<file path="src/rtl/rtk_pkg.sv">
`default_nettype none

package rtk_pkg;

    // Depth of each list and the widths that follow from it.
    localparam int unsigned LIST_DEPTH = 8;
    localparam int unsigned IDX_W      = 3;
    localparam int unsigned CNT_W      = 4;
    localparam int unsigned DATA_W     = 32;
    localparam int unsigned STATUS_W   = 2;

    // Request kinds.
    typedef enum logic [1:0] {
        KIND_RECORD      = 2'd0,
        KIND_READ_TOP    = 2'd1,
        KIND_READ_RECENT = 2'd2,
        KIND_NOP         = 2'd3
    } kind_t;

    // Result status codes.
    localparam logic [STATUS_W-1:0] STATUS_NONE     = 2'd0;
    localparam logic [STATUS_W-1:0] STATUS_FINISHED = 2'd1;

    // Ranking key of one result.
    typedef struct packed {
        logic [DATA_W-1:0] score;
        logic [DATA_W-1:0] penalty;
        logic [DATA_W-1:0] seq_num;
    } key_t;

    // One recent list entry.
    typedef struct packed {
        logic [STATUS_W-1:0] status;
        key_t                key;
    } rec_entry_t;

    // Control that the top level hands to each top list cell.
    typedef struct packed {
        logic insert;
        logic occupied;
        logic left_go;
    } top_ctl_t;

    // True when key a ranks strictly ahead of key b.
    function automatic logic key_before(input key_t a, input key_t b);
        logic result;
        if (a.score != b.score)
        begin
            result = (a.score < b.score);
        end
        else if (a.penalty != b.penalty)
        begin
            result = (a.penalty < b.penalty);
        end
        else
        begin
            result = (a.seq_num < b.seq_num);
        end
        return result;
    endfunction

endpackage

`default_nettype wire

</file>
<file path="src/rtl/ranked_top_k_result_store.sv">
`default_nettype none

// Channel  | handshake                   | payload
// ---------+-----------------------------+---------------------------------------------------
// item     | item_valid / item_ready     | kind status score_time penalty_time slot_index
// result   | result_valid / result_ready | ok ranked rank_position counts entry_* (4 fields)
//
// For each item, the compare row of the top list cells and the read muxes settle
// in the cycle of the transfer, and the result is registered.
// One item per cycle is sustained while the result side keeps taking results.
// The result register stalls the item side only while it holds an untaken result.
// Reset clears the counts, the sequence counter (to one) and the result valid.

module ranked_top_k_result_store (
    input  wire logic                          clk,
    input  wire logic                          rst_n,
    input  wire logic                          item_valid,
    output logic                               item_ready,
    input  wire logic [1:0]                    kind,
    input  wire logic [rtk_pkg::STATUS_W-1:0]  status,
    input  wire logic [rtk_pkg::DATA_W-1:0]    score_time,
    input  wire logic [rtk_pkg::DATA_W-1:0]    penalty_time,
    input  wire logic [rtk_pkg::IDX_W-1:0]     slot_index,
    output logic                               result_valid,
    input  wire logic                          result_ready,
    output logic                               ok,
    output logic                               ranked,
    output logic [rtk_pkg::IDX_W-1:0]          rank_position,
    output logic [rtk_pkg::CNT_W-1:0]          top_entries,
    output logic [rtk_pkg::CNT_W-1:0]          recent_entries,
    output logic [rtk_pkg::STATUS_W-1:0]       entry_status,
    output logic [rtk_pkg::DATA_W-1:0]         entry_score,
    output logic [rtk_pkg::DATA_W-1:0]         entry_penalty,
    output logic [rtk_pkg::DATA_W-1:0]         entry_sequence
);
    import rtk_pkg::*;

    localparam logic [CNT_W-1:0] DEPTH_CNT = CNT_W'(LIST_DEPTH);

    // Control state.
    logic [CNT_W-1:0]  top_fill_reg;
    logic [CNT_W-1:0]  top_fill_next;
    logic [CNT_W-1:0]  recent_fill_reg;
    logic [CNT_W-1:0]  recent_fill_next;
    logic [DATA_W-1:0] next_seq_reg;
    logic [DATA_W-1:0] next_seq_next;
    logic              result_valid_reg;
    logic              result_valid_next;

    // Result register.
    logic                ok_reg;
    logic                ok_next;
    logic                ranked_reg;
    logic                ranked_next;
    logic [IDX_W-1:0]    rank_pos_reg;
    logic [IDX_W-1:0]    rank_pos_next;
    logic [STATUS_W-1:0] entry_status_reg;
    logic [STATUS_W-1:0] entry_status_next;
    key_t                entry_key_reg;
    key_t                entry_key_next;

    // Cell row signals.
    logic              item_xfer;
    logic              do_record;
    logic              do_insert;
    key_t              new_key;
    rec_entry_t        new_entry;
    logic [LIST_DEPTH-1:0] go_vec;
    top_ctl_t          top_ctl   [LIST_DEPTH];
    key_t              top_key   [LIST_DEPTH];
    rec_entry_t        rec_entry [LIST_DEPTH];
    logic [IDX_W-1:0]  insert_pos;

    assign item_ready = !result_valid_reg || result_ready;
    assign item_xfer  = item_valid && item_ready;

    assign new_key.score   = score_time;
    assign new_key.penalty = penalty_time;
    assign new_key.seq_num = next_seq_reg;
    assign new_entry.status = status;
    assign new_entry.key    = new_key;

    assign do_record = item_xfer && (kind == KIND_RECORD) && (status != STATUS_NONE);
    assign do_insert = do_record && (status == STATUS_FINISHED) && go_vec[LIST_DEPTH-1];

    // Row of top list cells, kept in ranking order.
    for (genvar i = 0; i < LIST_DEPTH; i++)
    begin : g_top
        assign top_ctl[i].insert   = do_insert;
        assign top_ctl[i].occupied = (CNT_W'(i) < top_fill_reg);
        if (i == 0)
        begin : g_head
            assign top_ctl[i].left_go = 1'b0;
            rtk_top_cell u_cell (
                .clk      (clk),
                .ctl      (top_ctl[i]),
                .new_key  (new_key),
                .left_key (new_key),
                .go       (go_vec[i]),
                .entry    (top_key[i])
            );
        end
        else
        begin : g_body
            assign top_ctl[i].left_go = go_vec[i-1];
            rtk_top_cell u_cell (
                .clk      (clk),
                .ctl      (top_ctl[i]),
                .new_key  (new_key),
                .left_key (top_key[i-1]),
                .go       (go_vec[i]),
                .entry    (top_key[i])
            );
        end
    end

    // Row of recent list cells, newest at the head.
    for (genvar i = 0; i < LIST_DEPTH; i++)
    begin : g_recent
        if (i == 0)
        begin : g_head
            rtk_recent_cell u_cell (
                .clk        (clk),
                .push       (do_record),
                .left_entry (new_entry),
                .entry      (rec_entry[i])
            );
        end
        else
        begin : g_body
            rtk_recent_cell u_cell (
                .clk        (clk),
                .push       (do_record),
                .left_entry (rec_entry[i-1]),
                .entry      (rec_entry[i])
            );
        end
    end

    // Insertion point: the lowest cell whose go flag is set.
    always_comb
    begin
        insert_pos = '0;
        for (int i = LIST_DEPTH - 1; i >= 0; i--)
        begin
            if (go_vec[i])
            begin
                insert_pos = IDX_W'(i);
            end
        end
    end

    // Next values of the counts and the sequence counter.
    always_comb
    begin
        top_fill_next    = top_fill_reg;
        recent_fill_next = recent_fill_reg;
        next_seq_next    = next_seq_reg;
        if (do_record)
        begin
            next_seq_next = next_seq_reg + DATA_W'(1);
            if (recent_fill_reg < DEPTH_CNT)
            begin
                recent_fill_next = recent_fill_reg + CNT_W'(1);
            end
        end
        if (do_insert && (top_fill_reg < DEPTH_CNT))
        begin
            top_fill_next = top_fill_reg + CNT_W'(1);
        end
    end

    // Result contents for the item in transfer.
    always_comb
    begin
        ok_next           = 1'b0;
        ranked_next       = 1'b0;
        rank_pos_next     = '0;
        entry_status_next = '0;
        entry_key_next    = '0;
        unique case (kind)
            KIND_RECORD:
            begin
                if (status != STATUS_NONE)
                begin
                    ok_next           = 1'b1;
                    entry_status_next = status;
                    entry_key_next    = new_key;
                    if (do_insert)
                    begin
                        ranked_next   = 1'b1;
                        rank_pos_next = insert_pos;
                    end
                end
            end
            KIND_READ_TOP:
            begin
                if ({1'b0, slot_index} < top_fill_reg)
                begin
                    ok_next           = 1'b1;
                    entry_status_next = STATUS_FINISHED;
                    entry_key_next    = top_key[slot_index];
                end
            end
            KIND_READ_RECENT:
            begin
                if ({1'b0, slot_index} < recent_fill_reg)
                begin
                    ok_next           = 1'b1;
                    entry_status_next = rec_entry[slot_index].status;
                    entry_key_next    = rec_entry[slot_index].key;
                end
            end
            default:
            begin
                ok_next = 1'b0;
            end
        endcase
    end

    // Result valid is set by a transfer in and cleared by a transfer out.
    always_comb
    begin
        result_valid_next = result_valid_reg;
        if (item_xfer)
        begin
            result_valid_next = 1'b1;
        end
        else if (result_ready)
        begin
            result_valid_next = 1'b0;
        end
    end

    always_ff @(posedge clk or negedge rst_n)
    begin
        if (!rst_n)
        begin
            top_fill_reg     <= '0;
            recent_fill_reg  <= '0;
            next_seq_reg     <= DATA_W'(1);
            result_valid_reg <= 1'b0;
        end
        else
        begin
            top_fill_reg     <= top_fill_next;
            recent_fill_reg  <= recent_fill_next;
            next_seq_reg     <= next_seq_next;
            result_valid_reg <= result_valid_next;
        end
    end

    // Result payload loads on each item transfer.
    always_ff @(posedge clk)
    begin
        if (item_xfer)
        begin
            ok_reg           <= ok_next;
            ranked_reg       <= ranked_next;
            rank_pos_reg     <= rank_pos_next;
            entry_status_reg <= entry_status_next;
            entry_key_reg    <= entry_key_next;
        end
    end

    assign result_valid   = result_valid_reg;
    assign ok             = ok_reg;
    assign ranked         = ranked_reg;
    assign rank_position  = rank_pos_reg;
    assign top_entries    = top_fill_reg;
    assign recent_entries = recent_fill_reg;
    assign entry_status   = entry_status_reg;
    assign entry_score    = entry_key_reg.score;
    assign entry_penalty  = entry_key_reg.penalty;
    assign entry_sequence = entry_key_reg.seq_num;

`ifndef SYNTHESIS
    // Neither count ever passes the list depth.
    assert property (@(posedge clk) disable iff (!rst_n)
        (top_fill_reg <= DEPTH_CNT) && (recent_fill_reg <= DEPTH_CNT))
        else $error("list count above depth");

    // The top list stays sorted, so the go flags rise once along the row.
    assert property (@(posedge clk) disable iff (!rst_n)
        $onehot0(go_vec & ~(go_vec << 1)))
        else $error("top list go flags not monotone");

    // A stored record consumes exactly one sequence number.
    assert property (@(posedge clk) disable iff (!rst_n)
        do_record |=> (next_seq_reg == $past(next_seq_reg) + DATA_W'(1)))
        else $error("sequence counter did not advance");

    // An insertion into the top list implies an accepted record.
    assert property (@(posedge clk) disable iff (!rst_n)
        (result_valid_reg && ranked_reg) |-> ok_reg)
        else $error("ranked result without ok");

    // After an insertion into the top list, neither count is zero.
    assert property (@(posedge clk) disable iff (!rst_n)
        do_insert |=> (top_fill_reg != '0) && (recent_fill_reg != '0))
        else $error("insertion left an empty count");
`endif

endmodule

`default_nettype wire

</file>
<file path="src/rtl/rtk_top_cell.sv">
`default_nettype none

module rtk_top_cell (
    input  wire logic          clk,
    input  wire rtk_pkg::top_ctl_t ctl,
    input  wire rtk_pkg::key_t new_key,
    input  wire rtk_pkg::key_t left_key,
    output logic               go,
    output rtk_pkg::key_t      entry
);
    import rtk_pkg::*;

    key_t entry_reg;
    key_t entry_next;

    // The new key belongs at or ahead of this slot if the slot is empty or
    // holds a key that ranks after it.
    assign go = !ctl.occupied || key_before(new_key, entry_reg);

    // Take the new key at the insertion point, shift from the left beyond it.
    always_comb
    begin
        entry_next = entry_reg;
        if (ctl.insert)
        begin
            if (ctl.left_go)
            begin
                entry_next = left_key;
            end
            else if (go)
            begin
                entry_next = new_key;
            end
        end
    end

    always_ff @(posedge clk)
    begin
        entry_reg <= entry_next;
    end

    assign entry = entry_reg;

endmodule

`default_nettype wire

</file>
<file path="src/rtl/rtk_recent_cell.sv">
`default_nettype none

module rtk_recent_cell (
    input  wire logic               clk,
    input  wire logic               push,
    input  wire rtk_pkg::rec_entry_t left_entry,
    output rtk_pkg::rec_entry_t     entry
);
    import rtk_pkg::*;

    rec_entry_t entry_reg;
    rec_entry_t entry_next;

    // On a push every cell takes its left neighbor, the oldest falls off.
    always_comb
    begin
        entry_next = push ? left_entry : entry_reg;
    end

    always_ff @(posedge clk)
    begin
        entry_reg <= entry_next;
    end

    assign entry = entry_reg;

endmodule

`default_nettype wire

</file>
<file path="config.mk">
export PLATFORM = sky130hd
export DESIGN_NAME = ranked_top_k_result_store
export DESIGN_NICKNAME = d
export VERILOG_FILES = /design/src/rtl/rtk_pkg.sv /design/src/rtl/ranked_top_k_result_store.sv /design/src/rtl/rtk_top_cell.sv /design/src/rtl/rtk_recent_cell.sv
export SDC_FILE = /design/constraint.sdc
export NUM_CORES = 2
export LEC_CHECK = 0
export BUFFER_PORTS_ARGS = -buffer_cell sky130_fd_sc_hd__buf_4
export CORE_MARGIN = 2
export CORE_UTILIZATION = 51
export DETAILED_ROUTE_END_ITERATION = 7
export GPL_TIMING_DRIVEN = 0
export PLACE_DENSITY_LB_ADDON = 0.2
export SKIP_LAST_GASP = 1
export SYNTH_ARGS = -nofsm -noshare
export SYNTH_HDL_FRONTEND = slang
export SYNTH_SLANG_ARGS = --single-unit
</file>
<file path="constraint.sdc">
create_clock -name clk -period 48.7 [get_ports clk]
set_clock_uncertainty 0.1 [all_clocks]
set_input_delay 0 -clock clk [delete_from_list [all_inputs] [get_ports clk]]
set_output_delay 0 -clock clk [all_outputs]
set_load 0.02 [all_outputs]
</file>
**After elaboration in Yosys (flattened, before gate mapping)**

Index checks and enable logic that the tools add are counted.

- Register bits after elaboration: 1,696
- Input bits: 75
- Logic and storage cells: 237

- Add/sub/neg operators: 3
- $lt $le $gt $ge: 37
- Equal/unequal tests: 19
- Muxes and demuxes: 58
- Bitwise operators: 4
- Reduce and logical (&&, ||, !) cells: 47

Operators by type and width:

| operator | number |
|---|---|
| 96-bit 2-to-1 mux | 19 |
| 32-bit less-than comparator | 24 |
| 32-bit inequality test | 16 |
| 98-bit binary-select mux with 3-bit select | 1 |
| 96-bit binary-select mux with 3-bit select | 1 |
| 96-bit case mux with 3 select lines | 1 |
| 98-bit 2-to-1 mux | 2 |
| 32-bit by 1-bit adder with 32-bit output, second input constant | 1 |
| 1-bit 2-to-1 mux | 24 |
| 2-bit AND reduction | 10 |
| 2-bit nonzero test | 9 |
| 3-bit by 4-bit less-than comparator with 1-bit output, first input constant | 4 |
| 3-bit 2-to-1 mux | 4 |
| 1-bit logical NOT | 9 |
| 1-bit logical OR | 9 |
| 4-bit by 1-bit adder with 4-bit output, second input constant | 2 |
| 1-bit by 4-bit less-than comparator with 1-bit output, first input constant | 2 |
| 2-bit by 4-bit less-than comparator with 1-bit output, first input constant | 2 |
| 3-bit by 4-bit less-than comparator with 1-bit output | 2 |
| 4-bit less-than comparator, second input constant | 2 |
| 2-bit 2-to-1 mux | 4 |
| 7-bit OR reduction | 1 |
| 1-bit logical AND | 6 |
| 2-bit case mux with 3 select lines | 1 |
| other kinds (9) | 12 |

**Logic depth before layout (Yosys ltp)**

- Depth in word-level cells: 11
- Depth in mapped cells: 14
- Depth with buffers taken out: 11

**Hierarchy**

Synthesis repeated with hierarchy kept, for this count alone.

- Cell total of the unflattened synthesis: 6,400
- Area, all modules: 92,974.2 µm²

Modules (own cells, without submodules):

| module | instances | cells each | area each (µm²) | seq. area each (µm²) |
|---|---|---|---|---|
| rtk_top_cell at g_top[2].g_body.u_cell ... | 6 | 549 | 6,424.9 | 2,882.8 |
| rtk_recent_cell | 8 | 98 | 2,942.8 | 2,942.8 |
| ranked_top_k_result_store | 1 | 1,230 | 18,037.3 | 4,120.2 |
| rtk_top_cell at g_top[0].g_head.u_cell ... | 2 | 546 | 6,422.4 | 2,882.8 |

**Worst setup path before layout**

OpenSTA, ideal clock, no wires.

- Kind: register to register
- Start: register result_valid_reg, in the netlist result_valid
- End: register next_seq_reg[30]
- Arrival: 39.132 ns
- Required time: 48.468 ns
- Path slack: 9.336 ns
- Stages on the path, launching flop included: 10
- Buffers on the path: 0
- Path through: dfrtp_1 > nand2b_1 > nand2_1 > nor2_1 > nand4_1 > nor2_1 > nand3_1 > nor3_1 > nand3_1 > xnor2_1

- Cells in the longest elaborated chain, start to end: 5

Ends and longest elaborated chain:

| item | RTL line | text |
|---|---|---|
| start: declaration | ranked_top_k_result_store.sv:47 | `logic result_valid_reg;` |
| start signal: assignment | ranked_top_k_result_store.sv:249 | `result_valid_reg <= result_valid_next;` |
| 1-bit logical NOT | ranked_top_k_result_store.sv:74 | `assign item_ready = !result_valid_reg \|\| result_ready;` |
| 1-bit logical OR | ranked_top_k_result_store.sv:74 |  |
| via item_ready | ranked_top_k_result_store.sv:18 | `output logic item_ready,` |
| 1-bit logical AND | ranked_top_k_result_store.sv:75 | `assign item_xfer = item_valid && item_ready;` |
| 1-bit logical AND (2 in a row) | ranked_top_k_result_store.sv:83 | `assign do_record = item_xfer && (kind == KIND_RECORD) && (status != STATUS_NONE);` |
| via do_record | ranked_top_k_result_store.sv:64 | `logic do_record;` |
| end signal: assignment | ranked_top_k_result_store.sv:248 | `next_seq_reg <= next_seq_next;` |
| end: declaration | ranked_top_k_result_store.sv:45 | `logic [DATA_W-1:0] next_seq_reg;` |

The timed path passes the listed nets, and every way through them passes these cells.
A chain may end at the register's enable or synchronous reset.

**Worst setup path in the final report**

- Start: input port penalty_time[0] in the netlist's numbering
- End: register g_top[1].g_body.u_cell.entry_reg, in the netlist g_top[1].g_body.u_cell.entry[74], enable pin

- Cells in the longest elaborated chain, start to end: 6

Ends and longest elaborated chain:

| item | RTL line | text |
|---|---|---|
| start: declaration | ranked_top_k_result_store.sv:22 | `input wire logic [rtk_pkg::DATA_W-1:0] penalty_time,` |
| 32-bit less-than comparator / 32-bit inequality test (equally long branches) | rtk_pkg.sv:53, rtk_pkg.sv:51 |  |
| 1-bit 2-to-1 mux | rtk_pkg.sv:51 | `else if (a.penalty != b.penalty)` |
| 1-bit 2-to-1 mux | rtk_pkg.sv:47 | `if (a.score != b.score)` |
| 1-bit logical OR | rtk_top_cell.sv:18 | `assign go = !ctl.occupied \|\| key_before(new_key, entry_reg);` |
| 2-bit nonzero test (no source line) / 1-bit logical AND (equally long branches) | -- |  |
| 2-bit AND reduction (no source line) (*) | -- |  |
| end signal: assignment | rtk_top_cell.sv:39 | `entry_reg <= entry_next;` |
| end: declaration | rtk_top_cell.sv:13 | `key_t entry_reg;` |

Every way passes the cells marked *; elsewhere a longest branch is shown, timed or not.

==> results.sh <==
export IMPL_cp_data_required_time_ns=49.14
export IMPL_path_class="input port to register"
export IMPL_cts_setup_buffers=0
export IMPL_start_util_pct=51.5
export IMPL_port_buffers=187
export IMPL_clk_pin_slew_worst_paths_ns=0.07
export IMPL_period_share_pct=15.1
export IMPL_synth_nets=7493
export IMPL_cp_end_kind="register"
export IMPL_synth_top_area_share_pct=54.6
export IMPL_grt_max_degree=72
export IMPL_globalplace_congestion=0.940
export IMPL_total_power_uw=3750
export IMPL_vdd_drop_max_v=0.0000292
export IMPL_rsz0062_at_grt="no"
export IMPL_grt_first_pass_wirelength_um=425000
export IMPL_cts_path_max_buffers=3
export IMPL_ys_flop_type="edfxtp_1"
export IMPL_yosys_area_top_type="edfxtp_1"
export IMPL_grt_remaining_overflow=0
export IMPL_reg2reg_slack_ns=41.44
export IMPL_max_freq_mhz=136
export IMPL_antenna_left=0
export IMPL_whs_path_depth=4
export IMPL_status="finished, violations left"
export IMPL_yosysMostFrequentCell="edfxtp_1"
export IMPL_synth_distinct_cells=74
export IMPL_die_x_um=426
export IMPL_drt_total_wl_um=295000
export IMPL_n_fill_cell=13805
export IMPL_syn_to_final_growth_pct=14.7
export IMPL_synth_edf_count=1655
export IMPL_period_minus_slack_ns=7.36
export IMPL_holdCritStartpoint="score_time[16]"
export IMPL_worstMarginPinSlew_ns=1.54
export IMPL_drv_cap=3
export IMPL_worstPathArrival_ns=7.80
export IMPL_clkSinkCount=1696
export IMPL_power_density_nw_per_um2=35.9
export IMPL_ff2ff_path_depth=13
export IMPL_coreArea_um2=177000
export IMPL_multi_input_area_um2=36300
export IMPL_violations="max-capacitance violations, max-slew violations"
export IMPL_first_global_vias=61377
export IMPL_ctsResizeCount=0
export IMPL_cts_root_buf="clkbuf_16"
export IMPL_clk_latency_ns=0.87
export IMPL_place_ws_ns=41.41
export IMPL_yosysSeqAreaShare_pct=55.8
export IMPL_worstPathMaxFanout=20
export IMPL_r2r_end="g_top[1].g_body.u_cell.entry[74]$_DFFE_PP_"
export IMPL_drive_above_1_share_pct=18.9
export IMPL_slew_viol_final=22
export IMPL_num_rows=154
export IMPL_r2r_start="g_top[1].g_body.u_cell.entry[45]$_DFFE_PP_"
export IMPL_wire_per_inst_um=30.3
export IMPL_die_y_um=426
export IMPL_p_leak_uw=0.0407
export IMPL_cp_start_kind="input port"
export IMPL_syn_inst=6650
export IMPL_setup_violations_final=0
export IMPL_ctsHoldBuffers=138
export IMPL_grtUsageTotal_pct=32.4
export IMPL_antenna_found_initial=18
export IMPL_fin_nets=8069
export IMPL_setup_slack_ns=41.34
export IMPL_place_inst=9237
export IMPL_numCtsBuffers=187
export IMPL_min_to="g_top[2].g_body.u_cell.entry[80]$_DFFE_PP_"
export IMPL_drc_errors=0
export IMPL_hp_class="input port to register"
export IMPL_hold_violations=0
export IMPL_async_reset_ff_share_pct=2.42
export IMPL_via_per_inst=6.36
export IMPL_ys_warn_count=0
export IMPL_synthTopCellsByCount="1655 x edfxtp_1, 776 x inv_1, 768 x ha_1, 496 x o21ai_0, 416 x nand2_1"
export IMPL_drt_iter0_markers=7743
export IMPL_ys_top_cells_by_area="edfxtp_1 55%, ha_1 11%, mux4_2 9.6%, mux2_2 4.5%, inv_1 3.2%"
export IMPL_cts_htree_levels=4
export IMPL_dr_total_vias=61916
export IMPL_dp_hpwl_um=207000
export IMPL_ys_ff_latch=1696
export IMPL_io_pins=188
export IMPL_tritoncts="built"
export IMPL_fin_cells=9729
export IMPL_first_pass_iters=5
export IMPL_avgSynthCellArea_um2=13.7
export IMPL_die_area_um2=182000
export IMPL_seq_area_um2=50700
export IMPL_syn_area_um2=91000
export IMPL_largest_reg_flops=686
export IMPL_slew_headroom_pct=-2.57
[report_power, final]
group	switching (µW)	leakage [µW]	internal [µW]
logic	387	0.0219	217
clock network	630	0.00300	830
registers	23.6	0.0157	1660
total	1040	0.0407	2710
[how the worst max path moves through the flow]
stage                                                          start                                    endpoint  slack, ns
after floorplan                             result_valid$_DFFE_PN0P_                next_seq_reg[30]$_DFFE_PN0P_       9.34
after global placement                                       kind[1]                next_seq_reg[30]$_DFFE_PN0P_      -6.65
after detailed placement  g_top[2].g_body.u_cell.entry[95]$_DFFE_PP_   g_top[2].g_body.u_cell.entry[8]$_DFFE_PP_      41.41
after CTS                               next_seq_reg[19]$_DFFE_PN0P_  g_top[2].g_body.u_cell.entry[11]$_DFFE_PP_      41.30
after global routing                                 penalty_time[0]  g_top[1].g_body.u_cell.entry[72]$_DFFE_PP_      41.55
final                                                penalty_time[0]  g_top[1].g_body.u_cell.entry[74]$_DFFE_PP_      41.34
[kinds of logic after synthesis]
logic type / after synthesis / share of synthesized area (%)
flip-flops: 1696 / 55.8
AO/OA/AOI/OAI: 1131 / 7.15
buffers and inverters: 1055 / 4.45
AND/OR/NAND/NOR: 998 / 5.15
multiplexers: 967 / 16.6
adder cells (fa/ha/maj): 768 / 10.6
XOR/XNOR: 35 / 0.337
[cell type report]
cell class	count	share of cell area, %
Antenna cell	7	0.0168
Buffer	279	1.12
Clock buffer	228	4.67
Clock inverter	117	1.29
Inverter	776	2.80
Multi-Input combinational cell	3899	34.8
Sequential cell	1696	48.6
Tap cell	2340	2.81
Timing Repair Buffer	387	3.87
[metrics by stage]
stage                     hold slack, ns  setup TNS (ns)  cell area (µm²)  util, %
final                             0.0548               0           104000     59.0
after floorplan                   -0.396               0            91000        -
after detailed placement         -0.0321               0            96600     54.7
after global placement           -0.0396          -92.88            95300     53.9
after global routing              0.0452               0           104000     59.0
after CTS                        0.00190               0           104000     59.0
[per-layer routing]
| layer | vias up | wire, µm | global-route usage, % |
|---|---|---|---|
| met3 | 684 | 29200 | 7.51 |
| li1 | 26481 | - | - |
| met4 | 10 | 16800 | 16.5 |
| met2 | 3298 | 135000 | 50.0 |
| met5 | - | 63 | 0 |
| met1 | 31443 | 114000 | 43.0 |
[worst max-delay path, stage by stage]
cell and delay [ns]:
dlygate4sd3_1 0.52, dlygate4sd3_1 0.54, buf_4 0.19, inv_1 0.28, ha_1 0.40, nand4_1 0.12, nor4_1 1.03, nand4_1 0.60
a2111oi_0 1.17, o221ai_1 0.61, and3_1 0.38, buf_2 0.40, clkbuf_1 0.38, a21oi_4 0.59, buf_12 0.28, buf_12 0.22
[cell usage in the layout (no fill, tap or decap), drive strengths merged, types with 76 or more instances in the layout]
cell type and instances:
mux4 388, a21o 108, mux2 385, nand4 145, clkinv 77, a21oi 349
nand2 416, mux2i 194, o21ai 499, buf 345, ha 768, nor2 193
nand3 76, inv 782, dlygate4sd3 137, clkbuf 411, edfxtp 1655
Note: power is estimated with default switching activity, not from simulation.
